--- src/hdl/fsc_pkg.sv ---
// Types, constants and lookup functions of the firmware signature classifier.
// No dependencies.
package fsc_pkg;

    localparam int COUNT_W              = 24;
    localparam int STARTUP_BYTES        = 1024;
    localparam int SIGNATURE_SIZE_LIMIT = 130048;
    localparam int START_WORD_LAST_IDX  = 7;
    localparam int SIG_MIN_SIZE         = 8;

    localparam logic [COUNT_W-1:0] COUNT_MAX = {COUNT_W{1'b1}};

    typedef logic [COUNT_W-1:0] t_count;
    typedef logic [2:0]         t_family;
    typedef logic [1:0]         t_sig;
    typedef logic [3:0]         t_model;

    localparam t_family FAM_NONE = 3'd0;
    localparam t_family FAM_F9   = 3'd1;
    localparam t_family FAM_1BD  = 3'd2;
    localparam t_family FAM_C1   = 3'd3;
    localparam t_family FAM_199  = 3'd4;
    localparam t_family FAM_1D1  = 3'd5;

    localparam t_sig SIG_NONE = 2'd0;
    localparam t_sig SIG_7E   = 2'd1;
    localparam t_sig SIG_3F   = 2'd2;
    localparam t_sig SIG_FE   = 2'd3;

    localparam t_model MODEL_NONE     = 4'd0;
    localparam t_model MODEL_F9       = 4'd1;
    localparam t_model MODEL_1BD      = 4'd2;
    localparam t_model MODEL_PAIRED   = 4'd3;
    localparam t_model MODEL_C1       = 4'd4;
    localparam t_model MODEL_199      = 4'd5;
    localparam t_model MODEL_1D1      = 4'd6;
    localparam t_model MODEL_SIG_BASE = 4'd6;

    localparam logic [31:0] WORD_F9  = 32'h0000_00F9;
    localparam logic [31:0] WORD_1BD = 32'h0000_01BD;
    localparam logic [31:0] WORD_C1  = 32'h0000_00C1;
    localparam logic [31:0] WORD_199 = 32'h0000_0199;
    localparam logic [31:0] WORD_1D1 = 32'h0000_01D1;

    localparam logic [31:0] MAGIC_WIDE  = 32'h0004_3F82;
    localparam logic [31:0] MAGIC_SHORT = 32'h0000_3F82;

    localparam logic [63:0] SIGNATURE_7E = 64'h94F8_CFFF_7E00_940C;
    localparam logic [63:0] SIGNATURE_3F = 64'h94F8_CFFF_3F00_940C;
    localparam logic [63:0] SIGNATURE_FE = 64'h94F8_CFFF_FE00_940C;

    localparam logic [1:0] GUESS_LIMIT_RESET = 2'd2;
    localparam logic [1:0] GUESS_LIMIT_PAIR  = 2'd2;

    typedef struct packed {
        t_count  size;
        t_family family;
        logic    magic;
        t_sig    sig;
    } t_scan_status;

    typedef struct packed {
        logic [1:0] count;
        t_model     first;
        t_model     second;
    } t_result;

    function automatic t_family family_of(input logic [31:0] w);
        t_family f;
        case (w)
            WORD_F9:  f = FAM_F9;
            WORD_1BD: f = FAM_1BD;
            WORD_C1:  f = FAM_C1;
            WORD_199: f = FAM_199;
            WORD_1D1: f = FAM_1D1;
            default:  f = FAM_NONE;
        endcase
        return f;
    endfunction

    function automatic logic [31:0] magic_of(input t_family f);
        return (f == FAM_C1) ? MAGIC_SHORT : MAGIC_WIDE;
    endfunction

    function automatic t_model model_of(input t_family f);
        t_model m;
        case (f)
            FAM_F9:  m = MODEL_F9;
            FAM_1BD: m = MODEL_1BD;
            FAM_C1:  m = MODEL_C1;
            FAM_199: m = MODEL_199;
            default: m = MODEL_1D1;
        endcase
        return m;
    endfunction

    function automatic t_sig sig_of(input logic [63:0] w);
        t_sig s;
        case (w)
            SIGNATURE_7E: s = SIG_7E;
            SIGNATURE_3F: s = SIG_3F;
            SIGNATURE_FE: s = SIG_FE;
            default:      s = SIG_NONE;
        endcase
        return s;
    endfunction

endpackage

--- src/hdl/fsc_scan.sv ---
// Per-byte scan state: byte count, sliding window, start word, family, magic and signature hits.
// Depends on fsc_pkg.
module fsc_scan
    import fsc_pkg::*;
#(
    parameter int STARTUP_SIZE = STARTUP_BYTES
)
(
    input  logic         i_clk,
    input  logic         i_rst_n,
    input  logic         i_step,
    input  logic [7:0]   i_byte,
    input  logic         i_last,
    output t_scan_status o_status
);

    t_count      r_count,      n_count;
    logic [55:0] r_recent;
    logic [31:0] r_start_word, n_start_word;
    t_family     r_family,     n_family;
    logic        r_magic,      n_magic;
    t_sig        r_sig,        n_sig;

    logic [63:0] win8;
    logic [31:0] win4;
    t_count      start;
    logic        magic_hit;

    always_comb begin
        win8  = {i_byte, r_recent};
        win4  = win8[63:32];
        start = r_count - t_count'(3);

        n_count = (r_count == COUNT_MAX) ? r_count : r_count + t_count'(1);

        if (r_count == t_count'(START_WORD_LAST_IDX)) begin
            n_start_word = win4;
            n_family     = family_of(win4);
        end else begin
            n_start_word = r_start_word;
            n_family     = r_family;
        end

        // window must start at or after the start word and end before the startup limit
        magic_hit = (r_count > t_count'(START_WORD_LAST_IDX)) && (r_family != FAM_NONE)
                 && ({8'd0, start} >= r_start_word)
                 && (start < t_count'(STARTUP_SIZE - 4))
                 && (win4 == magic_of(r_family));
        n_magic = r_magic | magic_hit;

        // the window closing on the last byte is never checked
        if ((r_count >= t_count'(START_WORD_LAST_IDX)) && !i_last && (r_sig == SIG_NONE)) begin
            n_sig = sig_of(win8);
        end else begin
            n_sig = r_sig;
        end

        o_status.size   = n_count;
        o_status.family = n_family;
        o_status.magic  = n_magic;
        o_status.sig    = n_sig;
    end

    always_ff @(posedge i_clk) begin
        if (!i_rst_n || (i_step && i_last)) begin
            r_count      <= '0;
            r_recent     <= '0;
            r_start_word <= '0;
            r_family     <= FAM_NONE;
            r_magic      <= 1'b0;
            r_sig        <= SIG_NONE;
        end else if (i_step) begin
            r_count      <= n_count;
            r_recent     <= win8[63:8];
            r_start_word <= n_start_word;
            r_family     <= n_family;
            r_magic      <= n_magic;
            r_sig        <= n_sig;
        end
    end

endmodule

--- src/hdl/fsc_decide.sv ---
// Final model decision from the scan status at the last byte of an image.
// Depends on fsc_pkg.
module fsc_decide
    import fsc_pkg::*;
#(
    parameter int STARTUP_SIZE   = STARTUP_BYTES,
    parameter int SIG_SIZE_LIMIT = SIGNATURE_SIZE_LIMIT
)
(
    input  t_scan_status i_status,
    input  logic [1:0]   i_guess_limit,
    output t_result      o_result
);

    logic word_ok;
    logic sig_ok;

    always_comb begin
        word_ok = (i_status.size >= t_count'(STARTUP_SIZE))
               && (i_status.family != FAM_NONE) && i_status.magic;
        sig_ok  = (i_status.size > t_count'(SIG_MIN_SIZE))
               && (i_status.size <= t_count'(SIG_SIZE_LIMIT))
               && (i_status.sig != SIG_NONE);

        o_result.count  = 2'd0;
        o_result.first  = MODEL_NONE;
        o_result.second = MODEL_NONE;
        if (word_ok) begin
            o_result.count = 2'd1;
            o_result.first = model_of(i_status.family);
            if ((i_status.family == FAM_1BD) && (i_guess_limit >= GUESS_LIMIT_PAIR)) begin
                o_result.count  = 2'd2;
                o_result.second = MODEL_PAIRED;
            end
        end else if (sig_ok) begin
            o_result.count = 2'd1;
            o_result.first = MODEL_SIG_BASE + {2'd0, i_status.sig};
        end
    end

endmodule

--- src/hdl/firmware_signature_classifier_unit.sv ---
// Firmware signature classifier: top level with input register, scan, decision, result.
// Depends on fsc_pkg, fsc_scan and fsc_decide.
//
// Usage:
//   Stream a firmware image one byte per beat on i_image_byte, in address order, with
//   i_end_of_image high on its final byte. Only the final byte produces a result beat,
//   carrying o_guess_count, o_first_model and o_second_model; the next byte begins a new
//   image. i_cfg_we with i_cfg_data sets the guess limit (2 after reset); write it only
//   between images.
//   Throughput: one byte per cycle, save a final byte held back by a busy result register.
//   Each byte sits in the input register, then the scan logic folds it into the state and,
//   for a final byte, loads the result register, which drives o_out_valid; a final byte
//   waits in the input register while the result register is busy.
//   Receiver stall: the result register holds its beat; ordinary bytes keep flowing, and
//   only a final byte waits in the input register (raising o_in_stall) until the result
//   register frees up.
//   Reset (synchronous, active low): clears both registers' valid flags, the scan state
//   and sets the guess limit to 2.
module firmware_signature_classifier_unit
    import fsc_pkg::*;
#(
    parameter int STARTUP_SIZE   = STARTUP_BYTES,
    parameter int SIG_SIZE_LIMIT = SIGNATURE_SIZE_LIMIT
)
(
    input  logic       i_clk,
    input  logic       i_rst_n,
    input  logic       i_cfg_we,
    input  logic [1:0] i_cfg_data,
    input  logic       i_in_valid,
    output logic       o_in_stall,
    input  logic [7:0] i_image_byte,
    input  logic       i_end_of_image,
    output logic       o_out_valid,
    input  logic       i_out_stall,
    output logic [1:0] o_guess_count,
    output logic [3:0] o_first_model,
    output logic [3:0] o_second_model
);

    logic [1:0]   r_limit;
    logic         r_in_valid, n_in_valid;
    logic [7:0]   r_in_byte;
    logic         r_in_last;
    logic         r_out_valid, n_out_valid;
    t_result      r_result;

    logic         out_busy;
    logic         step;
    logic         load_in;
    t_scan_status status;
    t_result      result;

    // a byte that makes no result can always advance; a final byte needs a free result slot
    always_comb begin
        out_busy   = r_out_valid && i_out_stall;
        step       = r_in_valid && (!r_in_last || !out_busy);
        o_in_stall = r_in_valid && !step;
        load_in    = i_in_valid && !o_in_stall;

        if (load_in) begin
            n_in_valid = 1'b1;
        end else if (step) begin
            n_in_valid = 1'b0;
        end else begin
            n_in_valid = r_in_valid;
        end

        if (step && r_in_last) begin
            n_out_valid = 1'b1;
        end else if (r_out_valid && !i_out_stall) begin
            n_out_valid = 1'b0;
        end else begin
            n_out_valid = r_out_valid;
        end
    end

    always_ff @(posedge i_clk) begin
        if (!i_rst_n) begin
            r_limit     <= GUESS_LIMIT_RESET;
            r_in_valid  <= 1'b0;
            r_out_valid <= 1'b0;
        end else begin
            if (i_cfg_we) begin
                r_limit <= i_cfg_data;
            end
            r_in_valid  <= n_in_valid;
            r_out_valid <= n_out_valid;
        end
    end

    // payload registers: load on accept, hold otherwise
    always_ff @(posedge i_clk) begin
        if (load_in) begin
            r_in_byte <= i_image_byte;
            r_in_last <= i_end_of_image;
        end
        if (step && r_in_last) begin
            r_result <= result;
        end
    end

    fsc_scan #(
        .STARTUP_SIZE (STARTUP_SIZE)
    ) u_scan (
        .i_clk    (i_clk),
        .i_rst_n  (i_rst_n),
        .i_step   (step),
        .i_byte   (r_in_byte),
        .i_last   (r_in_last),
        .o_status (status)
    );

    fsc_decide #(
        .STARTUP_SIZE   (STARTUP_SIZE),
        .SIG_SIZE_LIMIT (SIG_SIZE_LIMIT)
    ) u_decide (
        .i_status      (status),
        .i_guess_limit (r_limit),
        .o_result      (result)
    );

    assign o_out_valid    = r_out_valid;
    assign o_guess_count  = r_result.count;
    assign o_first_model  = r_result.first;
    assign o_second_model = r_result.second;

endmodule

--- config.mk ---
export PLATFORM = sky130hd
export DESIGN_NAME = firmware_signature_classifier_unit
export DESIGN_NICKNAME = d
export VERILOG_FILES = /design/src/hdl/fsc_pkg.sv /design/src/hdl/fsc_scan.sv /design/src/hdl/fsc_decide.sv /design/src/hdl/firmware_signature_classifier_unit.sv
export SDC_FILE = /design/constraint.sdc
export NUM_CORES = 1
export LEC_CHECK = 0
export BUFFER_PORTS_ARGS = -buffer_cell sky130_fd_sc_hd__buf_2
export CORE_MARGIN = 5
export CORE_UTILIZATION = 25
export CTS_CLUSTER_SIZE = 20
export DETAILED_ROUTE_END_ITERATION = 16
export SLEW_MARGIN = 5
export SYNTH_ARGS = -nofsm -noshare
export SYNTH_HDL_FRONTEND = slang
export SYNTH_HIERARCHICAL = 1
export SYNTH_SLANG_ARGS = --single-unit
--- constraint.sdc ---
create_clock -name i_clk -period 5 [get_ports i_clk]
set_input_delay 0.25 -clock i_clk [delete_from_list [all_inputs] [get_ports i_clk]]
set_output_delay 0.25 -clock i_clk [all_outputs]
set_load 0.03 [all_outputs]
==> results by group, run 1 <==
Place
  • Placement Cell Area: 8050 um^2
  • Dpl cells: 1,248
  • Gpl congestion: about 0.80
  • Hpwl dp: about 13,000 um
  • PortBufs: 26

Timing
  • Crit path time final: between 4 and 5 ns
  • Final slew viol count: 0
  • Normalized max-slew margin: 35.8%
  • Final Hold Fails: 0
  • Worst Clk Skew: 0.0123 ns
  • FMAX: 0.235 GHz
  • RSZ-0062 raised after global routing: false
  • Setup TNS: 0 ns
  • Finish-stage setup viols: 0
  • Worst-margin pin slew: 0.963 ns
  • Hold Slack: 0.0503 ns
  • Fin crit share: between 80% and 90%

Critical path
  • CP Max Fanout: 12
  • Critical-path cell list: a211oi_2 -> nand2_1 -> o31a_1 -> or2_2 -> ha_1 -> a21oi_1 -> a21oi_1 -> a2111o_1 -> a31oi_1 -> o21bai_1 -> o31a_1 -> o2bb2ai_2 -> o32ai_1
  • Critical-path top delay cell: a211oi_2
  • CP Capture Type: flip-flop
  • Critical Path Max Stage Delay: 0.56 ns
  • Critical path startpoint category: flip-flop
  • Register-to-Register Path Depth: 13
  • Critical path type: reg -> reg
  • CP required: 5.23 ns
  • Worst path arrival time: around 4.5 ns

CTS
  • Clock transition at path regs: 0.06 ns
  • TritonCTS clock tree: done
  • Resized cells post-CTS: 0
  • Cts-stage hold buffer count: 9
  • TritonCTS sink count: 140
  • Num CTS Buffers: 17
  • Post-CTS Setup Bufs: 0
  • Max clock buf depth: 2
  • Htree depth: 4
  • Skew-Pair Late Insertion Delay: between 0.4 and 0.5 ns
  • Root buffer cell: clkbuf_16

Synth
  • Mapped Area: 7670 um^2
  • Cells after synthesis: 880
  • Syn Area/Cell: 8.72 um^2
  • Synth warnings: 6

Global routing
  • Grt ovf: 0
  • Antenna violations before repair: 0
  • First-pass GRT wire length: 30,400 um
  • Vias in the first global route: 5,770
  • Gr usage total: a little over a tenth
  • Largest net degree at the start of global routing: 77

Pwr
  • Peak VDD IR: 0.000260 V
  • Leak Pwr: around 3.1 nW
  • PD cells: around 300 nW/um^2

Final layout
  • Nets: slightly above 900
  • Fill cells: 3,232
  • Footprint of the multi-input gates: between 4000 and 5000 um^2
  • Share of layout cells above drive strength 1: 11.2%
  • Area growth, synth to finish: 13.9%
  • Post-route cell area: 8740 um^2
  • # diodes: 0
  • Non-filler cells in the finished layout: 1,289
  • Register Area: 2990 um^2

Die
  • Row count: 64
  • Die ar.: 34,300 um^2
  • Die width: between 150 and 200 um
  • Starting Density: 25.2%
  • IO Count: 28
  • Die Height: 185 um
  • Core box area: 30,400 um^2

Routing
  • Number of vias in the routed layout: 6,091
  • Final ANT Viol Nets: 0
  • Starting DRT DRC Count: 488
  • DRC viols: 0
  • Routed WL: ~18,000 um
  • Drt pass-1 iters: 5
  • Drt wl/cell: between 10 and 15 um
  • DR vias/cell: 4.73

Worst hold path
  • Hold crit path type: in -> reg
  • Hold path depth: 2

Job
  • Maxcap violations: 0

Run status
  • Status: completed
-- cell type report --
class                      count  area share (%)
sequential                   140            34.2
multi-input combinational    649            48.7
clock inverter                10            1.15
timing repair buffer          45            3.38
tap                          396            5.67
inverter                      27            1.16
clock buffer                  22            5.68
-- path summary, 6_finish.rpt --
| path | start | endpoint | slack [ns] |
|---|---|---|---|
| setup / recovery | u_scan/r_count[2] | o_first_model[0] | 0.74 |
| hold / removal | i_in_valid | r_in_valid | 0.05 |
| hold reg to reg | u_scan/r_start_word[7] | u_scan/r_start_word[7] | 0.45 |
| setup reg to reg | u_scan/r_count[2] | o_first_model[0] | 0.74 |
-- layout by cell type, fill, tap and decap left out, types with 5 or more instances in the layout --
cell           instances
a21o_1                 5
a21oi_1               47
and2_1                 7
and3_1                 7
buf_2                 26
buf_4                 10
clkbuf_16             19
dfxtp_1              121
dlygate4sd3_1          9
edfxtp_1              19
ha_1                  25
inv_1                 27
mux2_2                 6
mux2i_1               58
nand2_1              123
nand2b_1               5
nand3_1               19
nand4_1               24
nand4b_1               5
nor2_1               115
nor2b_1                6
nor3_1                10
nor4_1                19
o21ai_0               10
o32ai_1                5
or3_1                  5
or4_1                  7
xnor2_1               21
xor2_1                42
-- worst max-delay path, delay by kind of cell (launching register included) --
kind / cells / cell delay [ns]
simple gates: 2 / 0.62
compound gates: 10 / 2.68
flops: 1 / 0.46
fa+ha+maj: 1 / 0.31
-- flip-flops by register name (all words and copies together), names as in the netlist, 2 cells and up --
| signal | count |
|---|---|
| o_guess_count | 2 |
| o_second_model | 4 |
| u_scan/r_recent | 56 |
| r_in_byte | 8 |
| u_scan/r_count | 24 |
| u_scan/r_family | 3 |
| u_scan/r_start_word | 32 |
| u_scan/r_sig | 2 |
| o_first_model | 4 |
-- power by group --
part	switching [mW]	leakage, nW	total (mW)	internal, mW
registers	0.0184	1.16	1.17	1.15
logic	0.0966	1.66	0.159	0.0627
clock network	0.509	0.292	1.27	0.763
-- routing by layer --
layer  track usage (%)  vias up  wire length, um
li1                  -     3067                -
met1              15.0     2897             9000
met5                 0        -                0
met4              2.35        0              159
met3              2.44       14              755
met2              17.5      113             8510
-- stage by stage --
stage,power [mW],util (%),setup WS [ns]
3_5_place_dp,1.35,26.5,0.805
5_1_grt,2.70,28.7,0.499
2_1_floorplan,1.31,-,1.36
6_report,2.60,28.7,0.742
4_1_cts,2.63,28.7,0.792
3_3_place_gp,1.35,26.5,0.848
Note: power is estimated with default switching activity, not from simulation.
==> run 2: changes to the inputs <==
Clock period 5 ns to 3.8 ns, I/O delays scaled along.
==> run 2 against run 1 <==
Net effect: sequential share of layout area decreased by 1.9 points; fmax increased by 16%; critical path depth increased by 2; non-clock buffer count increased by 39; sequential power increased by 32%; critical endpoint is now o_guess_count[0].
==> results by group, run 2 (same netlist as run 1, synthesis figures left out) <==
Timing
  • Worst Clk Skew: 0.0128 ns (+0.000513 ns)
  • Normalized max-slew margin: 37.6% (+1.9 points)
  • Final Hold Fails: 0 (unchanged)
  • Crit path time final: 3.66 ns (-0.601 ns)
  • RSZ-0062 raised after global routing: true
  • Final slew viol count: 0 (unchanged)
  • Worst-margin pin slew: 0.935 ns (-0.0280 ns)
  • FMAX: 0.273 GHz (+16%)
  • Finish-stage setup viols: 0 (unchanged)
  • Fin crit share: 96.2% (+11 points)

Place
  • Hpwl dp: 13,200 um (+4.0%)
  • PortBufs: 26 (unchanged)
  • Placement Cell Area: 8310 um^2 (+3.2%)
  • Dpl cells: 1,279 (+2.5%)
  • Gpl congestion: 0.839 (+4.7%)

CTS
  • TritonCTS sink count: 140 (unchanged)
  • Clock transition at path regs: 0.06 ns (about the same)
  • Htree depth: 4 (unchanged)
  • Max clock buf depth: 2 (unchanged)
  • Num CTS Buffers: 17 (unchanged)
  • Root buffer cell: clkbuf_16
  • Skew-Pair Late Insertion Delay: 0.42 ns (about the same)
  • TritonCTS clock tree: done

Pwr
  • Leak Pwr: 3.38 nW (+8.6%)
  • NetSw: 842 uW (+35%)
  • Tot Pwr: 3.54 mW (+36%)
  • Clock network power share: 50.0% (+1.1 points)
  • Int Pwr: 2.70 mW (+36%)
  • Sw Share: 23.8% (-0.21 points)
  • Peak VDD IR: 0.000341 V (+31%)
  • Combinational fraction of design power: 6.6% (+0.5 points)
  • PD cells: 382 nW/um^2 (+28%)
  • Seq pwr share: 43.4% (-1.6 points)

Final layout
  • Largest register FFs: 56 (unchanged)
  • # diodes: 0 (unchanged)
  • Most flop-heavy register: u_scan/r_recent
  • Regs by FF count: u_scan/r_recent x56, u_scan/r_start_word x32, u_scan/r_count x24
  • Area growth, synth to finish: 20.8%
  • Register Area: 3000 um^2 (about the same)
  • Post-layout util: 30.4% (+1.7 points)
  • Commonest non-fill, non-tap cell in the layout: nand2_1
  • Nets: 960 (+4.2%)
  • Non-filler cells in the finished layout: 1,328 (+3.0%)
  • Fill cells: 3,183 (-1.5%)
  • Footprint of the multi-input gates: 4400 um^2 (+3.2%)
  • Share of layout cells above drive strength 1: 16.4% (+5.2 points)
  • Commonest non-fill, non-tap cells in the layout: nand2_1, dfxtp_1, nor2_1
  • Post-route cell area: 9270 um^2 (+6.0%)

Routing
  • Final ANT Viol Nets: 0 (unchanged)
  • Starting DRT DRC Count: 505 (+3.5%)
  • Drt pass-1 iters: 7 (+2)
  • DRC viols: 0 (unchanged)
  • Number of vias in the routed layout: 6,319 (+3.7%)
  • DR vias/cell: 4.76 (+0.70%)
  • Drt wl/cell: 14.2 um (-0.31%)
  • Routed WL: 18,900 um (+2.7%)

Critical path
  • CP Max Fanout: 6 (-6)
  • Critical path type: reg -> reg
  • CP required: 4.03 ns (-1.20 ns)
  • CP Capture Type: flip-flop
  • Critical Path Max Stage Delay: 0.43 ns (-0.13 ns)
  • Worst path arrival time: 3.89 ns (-0.60 ns)
  • Critical-path top delay cell: a2111o_1
  • Critical path startpoint category: flip-flop
  • Critical-path cell list: nor4_4 -> nand3_2 -> buf_6 -> buf_12 -> nor4_4 -> or2_2 -> ha_1 -> a21oi_1 -> a21oi_1 -> a2111o_1 -> a31oi_4 -> o21bai_1 -> o31a_1 -> o2bb2ai_4 -> o32ai_1

Run status
  • Status: completed

Global routing
  • Routing usage on met3: 2.40% (-0.039 points)
  • Antenna violations before repair: 0 (unchanged)
  • Largest net degree at the start of global routing: 117 (+52%)
  • GR peak layer: met2
  • Vias in the first global route: 6,056 (+5.0%)
  • Grt ovf: 0 (unchanged)
  • First-pass GRT wire length: 30,800 um (+1.3%)
  • Met1 Use GR: 15.1% (+0.027 points)
  • Met2 usage: 17.8% (+0.31 points)
  • Gr usage total: 11.0% (+0.072 points)

Die
  • Die ar.: 34,300 um^2 (unchanged)
  • Die Height: 185 um (unchanged)
  • Core box area: 30,400 um^2 (unchanged)
  • Starting Density: 25.2% (unchanged)
  • IO Count: 28 (unchanged)
  • Row count: 64 (unchanged)
  • Die width: 185 um (unchanged)

Worst hold path
  • Hold crit path type: in -> reg

Job
  • Maxcap violations: 0 (unchanged)
run 2: cell count changes in the layout (fill, tap and decap cells not counted), sizes merged:
cell         previous run  this run
clkinv                  5         3
inv                    30        33
clkbuf                 22        21
dlygate4sd3             9        12
buf                    36        72
clkinvlp                1         0
bufinv                  1         2
run 2: power groups by stage:
stage               Clock, mW  Combinational (mW)  Sequential (mW)
finish                   1.77               0.233             1.54
global route             1.87               0.258             1.54
CTS                      1.80               0.228             1.54
detailed placement          0               0.217             1.57
global placement            0               0.213             1.57
floorplan                   0               0.154             1.57
run 2: cell type report:
class / count / share of cell area (%)
multi-input combinational: 649 / 47.4
clock inverter: 11 / 1.55
sequential: 140 / 32.3
tap: 396 / 5.35
clock buffer: 21 / 5.32
timing repair buffer: 84 / 6.91
inverter: 27 / 1.09
run 2: path summary, 6_finish.rpt:
| path | slack (ns) | end | depth (start not counted) | startpoint |
|---|---|---|---|---|
| worst max-delay path | 0.14 | o_guess_count[0] | 15 | u_scan/r_count[11] |
| worst min-delay path | 0.07 | r_in_valid | 2 | i_rst_n |
| worst max register to register | 0.14 | o_guess_count[0] | 15 | u_scan/r_count[11] |
| worst min register to register | 0.45 | u_scan/r_start_word[9] | 2 | u_scan/r_start_word[9] |
run 2: stage by stage:
stage | worst slack [ns] | setup TNS, ns | hold WS (ns)
floorplan | 0.159 | 0 | 0.252
finish | 0.143 | 0 | 0.0655
CTS | 0.00435 | 0 | 0.0537
global placement | 0.0844 | 0 | 0.366
global route | -0.0567 | -0.215 | 0.0605
detailed placement | 0.0444 | 0 | 0.368
run 2: layer usage:
layer  routed length, um  vias up
met1                9110     3030
met3                 751       24
li1                    -     3145
met5                   0        -
met4                 245        0
met2                8810      120
run 2: what timing repair did:
| action | 4_1_cts | 5_1_grt |
|---|---|---|
| setup buffers | 0 | 5 |
| endpoints found under the hold margin | 11 | 0 |
| endpoints found under the setup margin | 0 | 8 |
| gates resized for setup | 0 | 25 |
| hold buffers | 12 | 0 |
run 2: worst max-delay path, delay by kind of cell, from the launching register on:
kind / cells / cell delay [ns]
AND/OR/NAND/NOR: 4 / 0.98
flip-flops: 1 / 0.33
AO/OA/AOI/OAI: 8 / 1.64
adder cells (fa/ha/maj): 1 / 0.24
buffers and inverters: 2 / 0.28
